$ cat src/sv/bmt_pkg.sv
// Shared types and constants for the block match tracker.
// Depends on nothing; imported by the controller, datapath and top level.
`timescale 1ns / 1ps
`default_nettype none
package bmt_pkg;

   localparam int CMD_W   = 2;
   localparam int INDEX_W = 12;
   localparam int KIND_W  = 3;
   localparam int WORD_W  = 32;
   localparam int TOTAL_W = 13;
   localparam int NUM_KINDS = 5;
   localparam int RESET_COUNT = 4096;
   localparam int REQ_DATA_W = 80;
   localparam int RSP_DATA_W = 160;

   typedef enum logic [CMD_W-1:0] {
      CMD_SET_MATCH = 2'd0,
      CMD_SET_CSUM  = 2'd1,
      CMD_LOOKUP    = 2'd2,
      CMD_FINALIZE  = 2'd3
   } cmd_type;

   localparam logic [KIND_W-1:0] KIND_NONE = 3'd0;

   typedef enum logic [3:0] {
      ST_CLEAR = 4'b0001,
      ST_IDLE  = 4'b0010,
      ST_EXEC  = 4'b0100,
      ST_SWEEP = 4'b1000
   } state_type;

   typedef struct packed {
      logic reinit;
      logic capture;
      logic exec;
      logic sweep_step;
      logic clear_step;
   } ctrl_cmd_type;

   typedef struct packed {
      logic finalize;
      logic count_zero;
      logic out_free;
      logic sweep_done;
      logic clear_done;
   } ctrl_status_type;

endpackage
`default_nettype wire

$ cat src/sv/bmt_ctrl.sv
// Controller state machine of the block match tracker.
// Depends on bmt_pkg; drives the datapath through command and status structs.
`timescale 1ns / 1ps
`default_nettype none
module bmt_ctrl
   import bmt_pkg::*;
(
   input  wire logic            clock,
   input  wire logic            reset,
   input  wire logic            req_tvalid,
   output logic                 req_tready,
   input  wire logic            csr_write,
   input  wire ctrl_status_type status,
   output ctrl_cmd_type         cmd
);

   state_type state_ff, state_in;

   always_comb begin
      state_in = state_ff;
      cmd = '0;
      req_tready = 1'b0;
      case (state_ff)
         ST_CLEAR: begin
            cmd.clear_step = 1'b1;
            if (status.clear_done) begin
               state_in = ST_IDLE;
            end
         end
         ST_IDLE: begin
            req_tready = !csr_write;
            if (req_tvalid && !csr_write) begin
               cmd.capture = 1'b1;
               state_in = ST_EXEC;
            end
         end
         ST_EXEC: begin
            if (status.out_free) begin
               cmd.exec = 1'b1;
               if (status.finalize && !status.count_zero) begin
                  state_in = ST_SWEEP;
               end else begin
                  state_in = ST_IDLE;
               end
            end
         end
         ST_SWEEP: begin
            cmd.sweep_step = 1'b1;
            if (status.sweep_done) begin
               state_in = ST_IDLE;
            end
         end
         default: begin
            state_in = ST_CLEAR;
         end
      endcase
      if (csr_write) begin
         cmd = '0;
         cmd.reinit = 1'b1;
         state_in = ST_CLEAR;
      end
   end

   always_ff @(posedge clock) begin
      if (reset) begin
         state_ff <= ST_CLEAR;
      end else begin
         state_ff <= state_in;
      end
   end

endmodule
`default_nettype wire

$ cat config.mk
export PLATFORM = sky130hd
export DESIGN_NAME = bmt_ctrl
export DESIGN_NICKNAME = d
export VERILOG_FILES = /design/src/sv/bmt_pkg.sv /design/src/sv/bmt_ctrl.sv
export SDC_FILE = /design/constraint.sdc
export NUM_CORES = 1
export LEC_CHECK = 0
export BUFFER_PORTS_ARGS = -buffer_cell sky130_fd_sc_hd__buf_4
export CORE_AREA = 5 5 42 44
export CTS_BUF_LIST = sky130_fd_sc_hd__clkbuf_4 sky130_fd_sc_hd__clkbuf_8
export CTS_CLUSTER_DIAMETER = 50
export DETAILED_ROUTE_END_ITERATION = 7
export DIE_AREA = 0 0 47 49
export PLACE_DENSITY_LB_ADDON = 0.12
export SYNTH_ARGS = -nofsm -noshare
export SYNTH_HDL_FRONTEND = slang
export SYNTH_SLANG_ARGS = --single-unit
$ cat constraint.sdc
create_clock -name clock -period 2.9 [get_ports clock]
set_input_delay 0.29 -clock clock [delete_from_list [all_inputs] [get_ports clock]]
set_output_delay 0.29 -clock clock [all_outputs]
set_load 0.1 [all_outputs]
Yosys cells after proc, flatten, opt, wreduce, memory -nomap -nowiden --
Cells that the tools add are included.
Word-level totals: bits in registers 4, output and inout port bits 6, word-level logic and storage cells 29, input port bits 9
Operators by class: reduce and logical (&&, ||, !) cells 6, equal/unequal tests 8, mux-type cells 14
Operators with widths (count):
- 4-bit two-way mux | 5
- 4-bit one-hot mux with 4 select lines | 1
- 2-bit != test (second input constant) | 4
- 1-bit two-way mux | 7
- 5-bit two-way mux | 1
- 4-bit by 1-bit equality test with 1-bit output (second input constant) | 1
- 4-bit by 2-bit equality test with 1-bit output (second input constant) | 1
- 4-bit by 3-bit equality test with 1-bit output (second input constant) | 1
- 4-bit equality test (second input constant) | 1
- 4-bit AND reduction | 1
- 1-bit logical AND | 2
- 1-bit zero test | 2
- 2-bit OR reduction | 1

Longest topological paths before layout --
Gate-level depths: netlist (run 1).
depth in word-level cells 5, mapped depth 5, gate-level depth less buffers 4

Worst setup path before layout (run 1) --
Ideal clock, no wire load.
path kind reg2out, from register state_ff[0], to output port cmd[0] in the netlist's numbering, data arrival time 3.479 ns, required time 2.610 ns, path buffers 1, slack -0.869 ns, stages on the path, launching flop included 4, cells stage by stage dfxtp_1 > buf_6 > or2b_1 > nor4_1
RTL lines:
- from (decl) | RTL line bmt_ctrl.sv:17 | state_type state_ff, state_in;
- from (signal assigned) | RTL line bmt_ctrl.sv:68 | state_ff <= state_in;
- to (decl) | RTL line bmt_ctrl.sv:14 | output ctrl_cmd_type cmd

==> results by group, run 1 <==
Outcome
  • Status: finished clean

STA
  • Pins Over Slew Limit: 0
  • Fmax: 0.487 GHz
  • Period minus WS final: 2.05 ns
  • Final Cycle Share: 0.708
  • Clock skew: 0.00351 ns
  • Final Hold Viols: 0
  • Fin Setup TNS: 0 ns
  • Slew HR: 0.691
  • RSZ-0062 raised after global routing: false
  • Hold slack final: 0.241 ns
  • Final setup violating endpoints: 0
  • Worst-Margin Slew: 0.458 ns

Route
  • DR iter-0 viols: 2
  • Routed wire length: 827 µm
  • DRT Pass-1 Iters: 2
  • Post-route DRC: 0
  • Vias per cell: 4.78
  • Routed Antenna Nets: 0
  • Vias: 330
  • DR WL/cell: 12.0 µm

Final layout
  • Fraction of layout cells with a size suffix above 1: 0.396
  • Area Growth Syn to Fin: 39.2%
  • Most frequent cells in the layout: buf_4 (14), nor2_1 (5), dfxtp_1 (4)
  • Number of diodes: 0
  • Final #Nets: 64
  • Regs by FF count: state_ff: 4 flops
  • Commonest non-fill, non-tap cell in the layout: buf_4
  • Max FFs per register: 4
  • Final Cell Area: 444 µm²
  • Largest reg by FF count: state_ff

Global routing
  • Initial antenna violation count: 0
  • Largest net degree at the start of global routing: 11
  • Final global-route overflow total: 0
  • First-pass GRT wire length: 1530 µm
  • GRT Resource Usage Total: 0.0921
  • Number of global-route vias before repair: 354

Logic synthesis
  • Synthesized net count: 50
  • Netlist cell types: 25
  • Area contributors post-synth: dfxtp_1 (25%), nor2_1 (7.1%), nor2b_1 (5.9%)
  • #FFs+latches synth: 4
  • Yosys warnings: 0
  • Synth area leader: dfxtp_1
  • Synthesized cell area: 319 µm²
  • XOR/XNOR Fraction of Synth Area: 0.0275
  • Synthesized area per cell: 7.78 µm²
  • Post-synthesis mux area share: 0.0314
  • Largest family of logic cells by synthesized area: simple AND/OR/NAND/NOR gates
  • Simple-Gate Fraction of Synth Area: 0.435
  • Area share of the largest cell type after synthesis: 0.251
  • Share of the yosys chip area belonging to registers: 0.251
  • Compound-cell area share of the yosys netlist: 0.153
  • Post-synthesis cell count: 41
  • Synth Area in Adders: 0

Clocking
  • CTS Buf Count: 3
  • Post-CTS Setup Inserts: 0
  • Resized Gates After CTS: 0
  • Reg clk slew, reported paths: 0.04 ns
  • Worst-case clock buffer depth: 2
  • Root buffer cell: clkbuf_4
  • Worst skew pair latency: 0.24 ns
  • CTS tree: built
  • H-tree levels: 1
  • Clk sinks: 4
  • Cts hold-fix bufs: 0

Floorplanning
  • Die height: 49 µm
  • Die footprint: 2300 µm²
  • IO Count: 15
  • Initial core utilization: 0.228
  • Rows: 14
  • Core ar.: 1400 µm²
  • Die Span X: 47 µm

Placed design
  • Routability cong.: 0.693
  • Port Buffers: 14
  • Dpl hpwl: 670 µm
  • Area post-placement: 422 µm²

Power and ir drop
  • PD cells: 387 nW/µm²
  • Peak supply drop: 0.144 mV
  • Leak pwr: 0.190 nW
  • Total power draw: 0.172 mW

Worst setup path
  • Worst Path Arrival: 1.76 ns
  • Req. time, crit path: 2.61 ns
  • Worst Setup End Kind: output port
  • Reg2reg path depth: 3
  • Kind of critical path: reg -> out
  • Startpoint Class: flip-flop
  • Worst-path fanout max: 8

Hold path
  • Min-delay worst type: in -> reg
  • Number of cells on the worst hold path: 2

Flow run
  • Max-Cap Viols: 0
-- metal layers --
| metal | routed length, µm | track usage | up-vias |
|---|---|---|---|
| met3 | 14 | 0.0111 | 2 |
| met2 | 483 | 0.145 | 7 |
| met5 | 0 | 0 | - |
| li1 | - | - | 170 |
| met1 | 308 | 0.101 | 151 |
| met4 | 20 | 0.0829 | 0 |
-- layout make-up --
class                   instances  area [µm²]
repair buffers                 14         105
clock buffers                   3        22.5
multi-input cells              32         216
fillers                       160         957
flip-flops and latches          4        80.1
well taps                      16        20.0
-- cells by family (layout without fill, tap and decap cells) --
| family | count (synthesis) | after routing |
|---|---|---|
| DFF | 4 | 4 |
| and+or+nand+nor | 23 | 23 |
| AOI/OAI and AO/OA | 7 | 7 |
| buffers and inverters | 5 | 17 |
| xor gates and xnor gates | 1 | 1 |
| muxes | 1 | 1 |
-- power breakdown --
group / internal, mW / leakage, nW / switching (mW)
sequential: 0.0568 / 0.0325 / 0.00339
clock: 0.0464 / 0.0138 / 0.0242
combinational: 0.0160 / 0.144 / 0.0250
-- critical path: stages (launching register included) --
cell and delay [ns]:
dfxtp_1 0.48, or4b_4 0.51, nor2_2 0.10, and2_2 0.15
buf_4 0.28
-- stage by stage --
stage	cells	worst slack (ns)	util
2_1_floorplan	41	0.243	-
3_3_place_gp	66	1.11	0.301
3_5_place_dp	66	1.10	0.301
4_1_cts	69	0.838	0.317
5_1_grt	69	0.757	0.317
6_report	69	0.846	0.317
-- synthesized netlist by cell type, drive strengths merged --
| cell | number |
|---|---|
| or4b | 2 |
| or2b | 1 |
| clkbuf | 1 |
| a2bb2oi | 1 |
| buf | 4 |
| dfxtp | 4 |
| nand2 | 2 |
| nor3 | 3 |
| nor4 | 1 |
| o21ai | 2 |
| or4 | 1 |
| nor2 | 6 |
| o21a | 1 |
| xor2 | 1 |
| nor3b | 2 |
| o311ai | 1 |
| nor2b | 3 |
| and2 | 1 |
| a31oi | 1 |
| mux2i | 1 |
| o31ai | 1 |
| nor4b | 1 |
-- final timing paths --
kind                     from           to  slack [ns]
setup / recovery  state_ff[1]       cmd[3]        0.85
hold / removal          reset  state_ff[3]        0.24
setup reg to reg  state_ff[1]  state_ff[1]        1.35
hold reg to reg   state_ff[3]  state_ff[0]        0.68
(Power assumes the default switching activity.)
==> inputs of run 2 (changes only) <==
- clock period: 2.9 -> 2 ns (I/O delays scaled with it)
==> run 2 against run 1 <==
  * Clock power is 41% higher
  * Clock-buffer cell count is the same
  * Combinational power up 61%
  * Utilization up 2.5 points
  * Critical path type unchanged
  * Largest power group unchanged
==> results by group, run 2 (synthesis results as in run 1) <==
Final layout
  • Core Util, Final: 0.342
  • Max FFs per register: 4
  • Final #Nets: 66
  • Layout Cells excl Fill: 71
  • Regs by FF count: state_ff: 4 flops
  • Area occupied by registers: 80.1 µm²
  • Commonest non-fill, non-tap cell in the layout: buf_4
  • Area Growth Syn to Fin: 50.2%
  • Most frequent cells in the layout: buf_4 (16), dfxtp_1 (4)
  • Largest reg by FF count: state_ff
  • Area of the multi-input gates: 236 µm²
  • Final Cell Area: 479 µm²
  • FILL cells: 170
  • Fraction of layout cells with a size suffix above 1: 0.455
  • Number of diodes: 0

Power and ir drop
  • Peak supply drop: 0.129 mV
  • PD cells: 524 nW/µm²
  • Total power draw: 0.251 mW
  • Leak pwr: 0.203 nW

STA
  • Pins Over Slew Limit: 0
  • Slew HR: 0.746
  • Period minus WS final: 1.93 ns
  • Final WS setup: 0.0719 ns
  • Hold slack final: 0.171 ns
  • Final setup violating endpoints: 0
  • Clock skew: 0.000346 ns
  • Final Hold Viols: 0
  • Worst-Margin Slew: 0.381 ns
  • Fmax: 0.519 GHz
  • RSZ-0062 raised after global routing: false
  • Fin Setup TNS: 0 ns
  • Final Cycle Share: 0.964

Global routing
  • Initial antenna violation count: 0
  • Final global-route overflow total: 0
  • Largest net degree at the start of global routing: 11
  • First-pass GRT wire length: 1430 µm
  • Number of global-route vias before repair: 354
  • GRT Resource Usage Total: 0.0845

Route
  • DR WL/cell: 11.6 µm
  • Vias: 334
  • Vias per cell: 4.70
  • DRT Pass-1 Iters: 3
  • Post-route DRC: 0
  • Routed Antenna Nets: 0
  • Routed wire length: 824 µm
  • DR iter-0 viols: 5

Hold path
  • Hold EP: state_ff[3]
  • Number of cells on the worst hold path: 2
  • Hold Path Origin: reset
  • Min-delay worst type: in -> reg

Floorplanning
  • Rows: 14
  • Core ar.: 1400 µm²
  • IO Count: 15
  • Initial core utilization: 0.228
  • Die Span X: 47 µm
  • Die footprint: 2300 µm²
  • Die height: 49 µm

Placed design
  • Port Buffers: 14
  • Dpl hpwl: 662 µm
  • Worst slack at placement: 0.314 ns
  • Routability cong.: 0.715
  • Area post-placement: 457 µm²
  • Dpl cells: 68

Clocking
  • H-tree levels: 1
  • CTS Buf Count: 3
  • Root buffer cell: clkbuf_4
  • CTS tree: built
  • Resized Gates After CTS: 0
  • Worst skew pair latency: 0.23 ns
  • Worst-case clock buffer depth: 2
  • Reg clk slew, reported paths: 0.04 ns
  • Cts hold-fix bufs: 0
  • Post-CTS Setup Inserts: 0
  • Clk sinks: 4

Worst setup path
  • Startpoint Class: flip-flop
  • Crit path cell chain: or4b_4 > nor2_4 > and2_4 > buf_4
  • Req. time, crit path: 1.80 ns
  • Flop2flop setup slack: 0.47 ns
  • Worst path top cell family by delay: simple AND/OR/NAND/NOR gates
  • Reg2reg path depth: 3
  • Critical path's slowest cell: or4b_4
  • Kind of critical path: reg -> out
  • Worst Setup End Kind: output port
  • Worst Path Arrival: 1.73 ns
  • CP Buf/Inv Count: 1
  • Max stage delay on crit path: 0.55 ns
  • RR Endpoint: state_ff[1]
  • Worst-path fanout max: 10
  • R2r startpoint: state_ff[2]

Flow run
  • Max-Cap Viols: 0

Outcome
  • Status: finished clean
==> run 2: metal layers <==
metal / vias up / track usage / part of all wire
li1: 175 / - / -
met3: 2 / 0.0148 / 0.029
met2: 7 / 0.118 / 0.49
met4: 0 / 0.0691 / 0.017
met5: - / 0 / 0
met1: 150 / 0.108 / 0.46
==> run 2: layout make-up <==
| class | count | share of cell area |
|---|---|---|
| Tap cell | 16 | 0.0418 |
| Multi-Input combinational cell | 32 | 0.493 |
| Timing Repair Buffer | 16 | 0.251 |
| Clock buffer | 3 | 0.0470 |
| Sequential cell | 4 | 0.167 |
==> run 2: how the worst max path moves through the flow <==
stage,start,endpoint,slack (ns),depth (start not counted)
6_report,state_ff[2],cmd[3],0.07,4
2_1_floorplan,state_ff[0],state_ff[2],-0.11,5
5_1_grt,state_ff[2],cmd[3],0.009,4
4_1_cts,state_ff[2],cmd[3],0.06,4
3_3_place_gp,state_ff[2],cmd[3],0.31,4
3_5_place_dp,state_ff[2],cmd[3],0.31,4
==> run 2: power by group <==
group	internal, mW	total [mW]	switching (mW)
Combinational	0.0260	0.0662	0.0402
Clock	0.0671	0.0992	0.0321
Sequential	0.0824	0.0856	0.00322
Total	0.175	0.251	0.0756
==> inputs of run 3 (changes only) <==
- CELL_PAD_IN_SITES_DETAIL_PLACEMENT: not set -> 1
- CELL_PAD_IN_SITES_GLOBAL_PLACEMENT: not set -> 1
- PLACE_DENSITY: not set -> 0.71
- PLACE_DENSITY_LB_ADDON: 0.12 -> not set
==> run 3 against run 2 <==
  * Setup slack improved by 0.019 ns
  * Fmax increased by 0.97%
  * Clock power about the same
  * Power increased by 1.1%
  * Global-route usage increased by 2.0 points
  * Clock skew increased by 0.0045 ns
  * Clock-buffer cell count unchanged
  * Utilization increased by 0.27 points
  * Cell count decreased by 1.4%
  * Via count increased by 6.3%
  * Combinational power increased by 0.9%
  * Largest power group unchanged
==> results by group, run 3 (synthesis results as in run 1) <==
Outcome
  • Status: finished clean

Clocking
  • CTS tree: built
  • CTS Buf Count: 3
  • Worst-case clock buffer depth: 2
  • Cts hold-fix bufs: 0
  • Worst skew pair latency: 0.24 ns
  • Clk sinks: 4
  • Root buffer cell: clkbuf_4
  • H-tree levels: 1
  • Reg clk slew, reported paths: 0.04 ns

Placed design
  • Dpl hpwl: 821 µm
  • Dpl cells: 67
  • Area post-placement: 449 µm²
  • Port Buffers: 14
  • Routability cong.: 0.711
  • Worst slack at placement: 0.277 ns

Worst setup path
  • Crit path cell chain: or4b_4 > nor2_4 > and2_4 > buf_6
  • Critical path origin: state_ff[2]
  • Worst Path Arrival: 1.71 ns
  • Worst path top cell family by delay: simple AND/OR/NAND/NOR gates
  • Max stage delay on crit path: 0.55 ns
  • CP Buf/Inv Count: 1
  • Req. time, crit path: 1.80 ns
  • Startpoint Class: flip-flop
  • Kind of critical path: reg -> out
  • Worst-path fanout max: 10
  • Worst Setup End Kind: output port
  • Critical path's slowest cell: or4b_4
  • R2r startpoint: state_ff[2]

Final layout
  • Largest reg by FF count: state_ff
  • Regs by FF count: state_ff: 4 flops
  • Layout Cells excl Fill: 70
  • Number of diodes: 0
  • Fraction of layout cells with a size suffix above 1: 0.481
  • Core Util, Final: 0.345
  • Max FFs per register: 4
  • Area Growth Syn to Fin: 51.4%
  • Commonest non-fill, non-tap cell in the layout: buf_4
  • FILL cells: 183
  • Final Cell Area: 483 µm²
  • Final #Nets: 65

STA
  • Fin Setup TNS: 0 ns
  • Final WS setup: 0.0905 ns
  • Slew HR: 0.738
  • Worst-Margin Slew: 0.392 ns
  • Hold slack final: 0.164 ns
  • Final Hold Viols: 0
  • Pins Over Slew Limit: 0
  • Fmax: 0.524 GHz
  • Final setup violating endpoints: 0
  • Period minus WS final: 1.91 ns
  • Final Cycle Share: 0.955
  • Clock skew: 0.00481 ns
  • RSZ-0062 raised after global routing: false

Global routing
  • Final global-route overflow total: 0
  • Number of global-route vias before repair: 383
  • GRT Resource Usage Total: 0.104
  • First-pass GRT wire length: 1710 µm
  • Largest net degree at the start of global routing: 11
  • Initial antenna violation count: 0

Route
  • Routed Antenna Nets: 0
  • Vias per cell: 5.07
  • DRT Pass-1 Iters: 2
  • DR iter-0 viols: 4
  • Post-route DRC: 0
  • DR WL/cell: 14.5 µm
  • Routed wire length: 1020 µm
  • Vias: 355

Hold path
  • Hold Path Origin: reset
  • Min-delay worst type: in -> reg

Floorplanning
  • Die height: 49 µm
  • Initial core utilization: 0.228
  • Core ar.: 1400 µm²
  • Rows: 14
  • Die footprint: 2300 µm²
  • Die Span X: 47 µm
  • IO Count: 15

Flow run
  • Max-Cap Viols: 0

Power and ir drop
  • Total power draw: 0.254 mW
  • Peak supply drop: 0.366 mV
  • PD cells: 526 nW/µm²
  • Leak pwr: 0.199 nW
## run 3: path summary, 6_finish.rpt
check | end | slack [ns] | cells after the start
worst max-delay path | cmd[3] | 0.09 | 4
worst max register to register | state_ff[1] | 0.45 | 3
worst min-delay path | state_ff[3] | 0.16 | 2
worst min register to register | state_ff[0] | 0.71 | 2
## run 3: layout make-up
cell class | instances | area (µm²) | area share
Tap cell | 16 | 20.0 | 0.0415
Sequential cell | 4 | 81.3 | 0.168
Timing Repair Buffer | 15 | 116 | 0.241
Clock buffer | 3 | 22.5 | 0.0466
Multi-Input combinational cell | 32 | 243 | 0.503
## run 3: power breakdown
part / internal [mW] / switching [mW]
logic: 0.0261 / 0.0407
clock network: 0.0670 / 0.0323
registers: 0.0827 / 0.00496
## run 3: routing by layer
metal / track usage / share of wire
met5: 0 / 0
met4: 0.0415 / 0
met3: 0.0443 / 0.038
met2: 0.163 / 0.55
met1: 0.120 / 0.41
## run 3: repair_timing
action                     CTS  global route
setup endpoints to repair    0             2
setup buffers                0             0
gates resized for setup      0             3
